**src/rtl/evm_stk_pkg.sv**
```systemverilog
// Shared types and constants for the operand stack core.
// Operation and status codes, fixed field widths, reset values.
// No dependencies.
`default_nettype none

package evm_stk_pkg;

  // Widths of the transfer fields; these do not follow the parameters.
  localparam int unsigned OP_W    = 2;
  localparam int unsigned DATA_W  = 64;
  localparam int unsigned DIST_W  = 10;
  localparam int unsigned LEVEL_W = 11;
  localparam int unsigned STAT_W  = 2;

  localparam logic [LEVEL_W-1:0] THRESH_RST = 11'd900;

  localparam logic [OP_W-1:0] OP_PUSH = 2'd0;
  localparam logic [OP_W-1:0] OP_POP  = 2'd1;
  localparam logic [OP_W-1:0] OP_DUP  = 2'd2;
  localparam logic [OP_W-1:0] OP_SWAP = 2'd3;

  localparam logic [STAT_W-1:0] ST_OK        = 2'd0;
  localparam logic [STAT_W-1:0] ST_OVERFLOW  = 2'd1;
  localparam logic [STAT_W-1:0] ST_UNDERFLOW = 2'd2;
  localparam logic [STAT_W-1:0] ST_SHALLOW   = 2'd3;

  // Address unit selections, all relative to the current depth.
  typedef enum logic [1:0] {
    AGU_NEXT  = 2'd0,  // depth: first free slot
    AGU_TOP   = 2'd1,  // depth - 1: top entry
    AGU_DIST  = 2'd2,  // depth - n: dup source
    AGU_UNDER = 2'd3   // depth - n - 1: swap partner
  } agu_sel_e;

  typedef struct packed {
    logic wr_en;
    logic rd_en;
  } mem_ctrl_t;

endpackage

`default_nettype wire

```
**src/rtl/evm_stk_agu.sv**
```systemverilog
// Address unit of the operand stack: one adder forms every entry address.
// Depends on evm_stk_pkg.
`default_nettype none

module evm_stk_agu import evm_stk_pkg::*; #(
  parameter int unsigned STACK_DEPTH = 1024
) (
  input  wire logic [$clog2(STACK_DEPTH+1)-1:0] fill_i,
  input  wire logic [DIST_W-1:0]                dist_i,
  input  wire agu_sel_e                         sel_i,
  output logic [$clog2(STACK_DEPTH)-1:0]        addr_o
);

  localparam int unsigned LW = $clog2(STACK_DEPTH + 1);
  localparam int unsigned AW = $clog2(STACK_DEPTH);
  localparam int unsigned CW = (LW > LEVEL_W) ? LW : LEVEL_W;

  logic [CW-1:0] fill_c;
  logic [CW-1:0] dist_c;
  logic [CW-1:0] off;
  logic          cin;
  logic [CW-1:0] sum;

  assign fill_c = CW'(fill_i);
  assign dist_c = CW'(dist_i);

  // Subtraction is done as addition of the inverted operand plus carry in.
  always_comb begin
    unique case (sel_i)
      AGU_NEXT: begin
        off = '0;
        cin = 1'b0;
      end
      AGU_TOP: begin
        off = '1;
        cin = 1'b0;
      end
      AGU_DIST: begin
        off = ~dist_c;
        cin = 1'b1;
      end
      AGU_UNDER: begin
        off = ~dist_c;
        cin = 1'b0;
      end
      default: begin
        off = '0;
        cin = 1'b0;
      end
    endcase
  end

  assign sum    = fill_c + off + CW'(cin);
  assign addr_o = sum[AW-1:0];

endmodule

`default_nettype wire

```
**config.mk**
```make
export PLATFORM = sky130hd
export DESIGN_NAME = evm_stk_agu
export DESIGN_NICKNAME = d
export VERILOG_FILES = /design/src/rtl/evm_stk_pkg.sv /design/src/rtl/evm_stk_agu.sv
export SDC_FILE = /design/constraint.sdc
export NUM_CORES = 1
export LEC_CHECK = 0
export BUFFER_PORTS_ARGS = -buffer_cell sky130_fd_sc_hd__buf_2
export CORE_MARGIN = 4
export CORE_UTILIZATION = 35
export DETAILED_ROUTE_END_ITERATION = 8
export PLACE_DENSITY = 0.84
export SLEW_MARGIN = 20
export SYNTH_ARGS = -nofsm -noshare
export SYNTH_HDL_FRONTEND = slang
export SYNTH_SLANG_ARGS = --single-unit
export TNS_END_PERCENT = 100
```
**constraint.sdc**
```tcl
create_clock -name vclk -period 2.4
set_input_delay 0.48 -clock vclk [all_inputs]
set_output_delay 0.48 -clock vclk [all_outputs]
set_load 0.05 [all_outputs]
```
==> impl_summary.log, run 1 <==
[metrics] Avg Cell Area, Syn: 7.21 um2
[metrics] commonest cells in the netlist: sky130_fd_sc_hd__a21oi_1 (13), sky130_fd_sc_hd__ha_1 (8), sky130_fd_sc_hd__xnor2_1 (7)
[metrics] number of instances in the synthesized netlist: 64
[metrics] Fail Step: clock tree synthesis
[metrics] hold bufs inserted after CTS: 0
[metrics] count of different cell masters after synthesis: 20
[metrics] total number of yosys warnings: 0
[metrics] width of the chip: 44.3 um
[metrics] Post-DP HPWL: 1450 um
[metrics] Worst Setup Slack post-DPL: -0.545 ns
[metrics] top-area cell type share of the netlist area: 0.217
[metrics] number of buffer cells added on primary ports: 32
[metrics] netlist area before placement: 462 um2
[metrics] most used standard cell by instance count after synthesis: sky130_fd_sc_hd__a21oi_1
[metrics] number of buffers added for setup after CTS: 7
[metrics] cell row count: 12
[metrics] vertical die dimension: 44.3 um
[metrics] number of top-level pins: 33
[metrics] ranking of synthesized cells by area: sky130_fd_sc_hd__ha_1 (22%), sky130_fd_sc_hd__a21oi_1 (14%), sky130_fd_sc_hd__xnor2_1 (13%), sky130_fd_sc_hd__fa_1 (8.7%), sky130_fd_sc_hd__nand3_1 (5.4%)
[metrics] run status: did not finish
[metrics] largest area contributor in the netlist: sky130_fd_sc_hd__ha_1
[metrics] number of nets produced by synthesis: 97
[metrics] quantity of gates resized following cts: 32
[metrics] share of the yosys chip area belonging to registers: 0
[metrics] initial core utilization: 0.394
[metrics] weighted congestion reported at the end of routability-driven placement: 0.797
[metrics] tool error: [ERROR DPL-0033] detailed placement checks failed during check placement.
[through the flow]
step / cell area (um2) / TNS, ns / cells
after detailed placement: 982 / -3.33 / 131
after global placement: 982 / -2.86 / 131
after floorplan: 653 / -1.32 / 64
[kinds of logic after synthesis]
logic type                 share of synthesized area
adders and majority gates                      0.304
buffers and inverters                         0.0569
AOI/OAI and AO/OA                              0.312
xor gates and xnor gates                       0.171
and+or+nand+nor                                0.157
==> run 2: changes to the inputs <==
Settings changed: CORE_AREA set to 4 4 65 67, CORE_MARGIN 4 to not set, CORE_UTILIZATION 35 to not set, DIE_AREA set to 0 0 69 71, PLACE_DENSITY 0.84 to not set, PLACE_DENSITY_LB_ADDON set to 0.15.
Clock period 2.4 ns to 3.1 ns, I/O delays scaled along.
==> run 2 against run 1 <==
The run now ends clean. Synthesized area is the same. Synthesized cell count is the same.
==> impl_summary.log, run 2 <==
[metrics] run status: completed
[metrics] first-pass GRT wire length: 2700 um
[metrics] grt ovf: 0
[metrics] share of the yosys chip area belonging to registers: 0 (unchanged)
[metrics] netlist area before placement: 462 um2 (unchanged)
[metrics] drt first-iter violations: 1
[metrics] cell with the largest stage delay on the worst path: sky130_fd_sc_hd__fa_2
[metrics] most frequent cells in the layout: sky130_fd_sc_hd__buf_2 (26), sky130_fd_sc_hd__buf_4 (14), sky130_fd_sc_hd__a21oi_1 (9), sky130_fd_sc_hd__ha_1 (7), sky130_fd_sc_hd__buf_6 (7)
[metrics] Final nets: 147
[metrics] cell row count: 22 (+10)
[metrics] dominant combinational cell family by area after synthesis: compound AO/OA/AOI/OAI gates
[metrics] leakage component of the power: 0.000484 uW
[metrics] total iterations of the first detailed-routing run: 4
[metrics] Post-Synth XOR/XNOR Area: 0.171 (unchanged)
[metrics] commonest cells in the netlist: sky130_fd_sc_hd__a21oi_1 (13), sky130_fd_sc_hd__ha_1 (8), sky130_fd_sc_hd__xnor2_1 (7)
[metrics] width of the chip: 69 um (+56%)
[metrics] relative max-transition margin: 0.826
[metrics] ranking of synthesized cells by area: sky130_fd_sc_hd__ha_1 (22%), sky130_fd_sc_hd__a21oi_1 (14%), sky130_fd_sc_hd__xnor2_1 (13%), sky130_fd_sc_hd__fa_1 (8.7%), sky130_fd_sc_hd__nand3_1 (5.4%)
[metrics] number of buffer cells added on primary ports: 32 (unchanged)
[metrics] number of flip-flops and latches: 0
[metrics] total number of yosys warnings: 0 (unchanged)
[metrics] slew at the pin closest to its max-slew limit: 0.260 ns
[metrics] number of nets produced by synthesis: 97 (unchanged)
[metrics] top-area cell type share of the netlist area: 0.217 (unchanged)
[metrics] routed wire length: 1640 um
[metrics] maximum cell stage delay along the critical path: 0.37 ns
[metrics] number of top-level pins: 33 (unchanged)
[metrics] most frequent standard cell in the layout excluding fill and tap cells: sky130_fd_sc_hd__buf_2
[metrics] PD cells: 406 nW/um2
[metrics] share of the cycle needed by the critical path after routing: 0.967
[metrics] type of the setup path with the least slack: in2out
[metrics] Synth Area in Adders: 0.304 (unchanged)
[metrics] initial antenna violation count: 0
[metrics] largest fanout on the critical path: 3
[metrics] number of buffers and inverters on the critical path: 3
[metrics] area fraction in and, or, nand and nor cells after synthesis: 0.157 (unchanged)
[metrics] post-synthesis compound-gate area fraction: 0.312 (unchanged)
[metrics] initial core utilization: 0.127 (-0.267)
[metrics] proportion of synthesized area in mux cells: 0 (unchanged)
[metrics] total track usage: 0.0639
[metrics] worst-case hold slack: 1.69 ns
[metrics] weighted congestion reported at the end of routability-driven placement: 0.789 (-0.99%)
[metrics] hold bufs inserted after CTS: 0 (unchanged)
[metrics] vias in the first global route: 627
[metrics] CORE AREA: 3630 um2
[metrics] vias post-DR: 614
[metrics] class of the most critical hold timing path: in2out
[metrics] Avg Cell Area, Syn: 7.21 um2 (unchanged)
[metrics] Post-DP HPWL: 1420 um (-2.0%)
[metrics] RSZ-0062 raised after global routing: true
[metrics] Data required, critical path: 2.48 ns
[metrics] most used standard cell by instance count after synthesis: sky130_fd_sc_hd__a21oi_1
[metrics] largest area contributor in the netlist: sky130_fd_sc_hd__ha_1
[metrics] per-cell via count in the routed design: 3.84
[metrics] crit-path cells: buf_2, nor2_4, a21oi_2, fa_2, inv_2, fa_2, nand2b_4, a21oi_4, a221oi_4, xnor2_2, buf_6
[metrics] sequential cell area in the final layout: 0 um2
[metrics] critical path endpoint category: primary output
[metrics] post-route DRC violation count: 0
[metrics] post-layout min period: 3.00 ns
[metrics] total power draw: 412 uW
[metrics] Slew Limit Fails: 0
[metrics] number of instances in the synthesized netlist: 64 (unchanged)
[metrics] type of element launching the critical path: primary input
[metrics] count of different cell masters after synthesis: 20 (unchanged)
[metrics] vertical die dimension: 71 um (+60%)
[metrics] Hold Vio Cnt, Final: 0
[metrics] final worst-path setup slack: 0.102 ns
[metrics] Worst Setup Slack post-DPL: -0.188 ns (+0.358 ns)
[metrics] synth-to-layout area growth: 120%
[metrics] detailed-route wire length per cell: 10.3 um
[metrics] Highest Clock Rate: 334 MHz
[metrics] DRT antenna net count: 0
[metrics] largest net degree at the start of global routing: 10
[metrics] maximum vdd ir drop: 0.118 mV
[metrics] number of failing setup endpoints in the final timing report: 0
[metrics] number of max-cap violations: 0
[metrics] total negative slack: 0 ns
[metrics] data arrival time of the critical path: 2.38 ns
[metrics] Clock buffer cells: 0
[metrics] category of cells accounting for the largest share of critical-path delay: adder cells
[metrics] ant diodes: 0
[metrics] most common cell type on the critical path: sky130_fd_sc_hd__fa_2
[metrics] die area: 4900 um2
[metrics] fraction of final layout cells with drive strength greater than 1: 0.634
## run 2: cell counts after synthesis
No cell type changed its count.
## run 2: path summary, 6_finish.rpt
path	end	startpoint	depth (start not counted)	slack, ns
setup / recovery	addr_o[8]	sel_i[0]	11	0.10
hold / removal	addr_o[9]	fill_i[9]	4	1.69
## run 2: logic make-up (layout without fill, tap and decap cells)
logic type               count (synthesis)  count (layout)
AO/OA/AOI/OAI                           23              23
XOR/XNOR                                 9               9
adder cells (fa/ha/maj)                 10              10
buffers and inverters                    7              55
AND/OR/NAND/NOR                         15              15
## run 2: timing repair
item,in CTS,in global routing
endpoints found under the hold margin,0,0
gates cloned,0,1
resized for setup,21,15
pin swaps,6,13
buffers inserted,0,5
endpoints found under the setup margin,5,6
## run 2: final cells by class
cell class	instances	area, um2
Fill cell	403	2620
Multi-Input combinational cell	57	596
Timing Repair Buffer	49	337
Tap cell	48	60.1
Inverter	6	22.5
## run 2: per-layer routing
metal,up-vias,track usage,wire [um]
li1,326,-,-
met1,275,0.0741,657
met2,13,0.126,912
met3,0,0.00994,71
met4,0,0.00651,0
met5,-,0,0
## run 2: through the flow
stage               cell area, um2  cells   util
floorplan                      519     64      -
global placement               817    154  0.225
detailed placement             817    154  0.225
CTS                            906    154  0.249
global route                  1010    160  0.279
finish                        1010    160  0.279
## run 2: where the power goes
| part | total, uW | switching, uW | internal (uW) |
|---|---|---|---|
| Sequential | 0 | 0 | 0 |
| Combinational | 412 | 242 | 171 |
| Clock | 0 | 0 | 0 |
(Power assumes the default switching activity.)
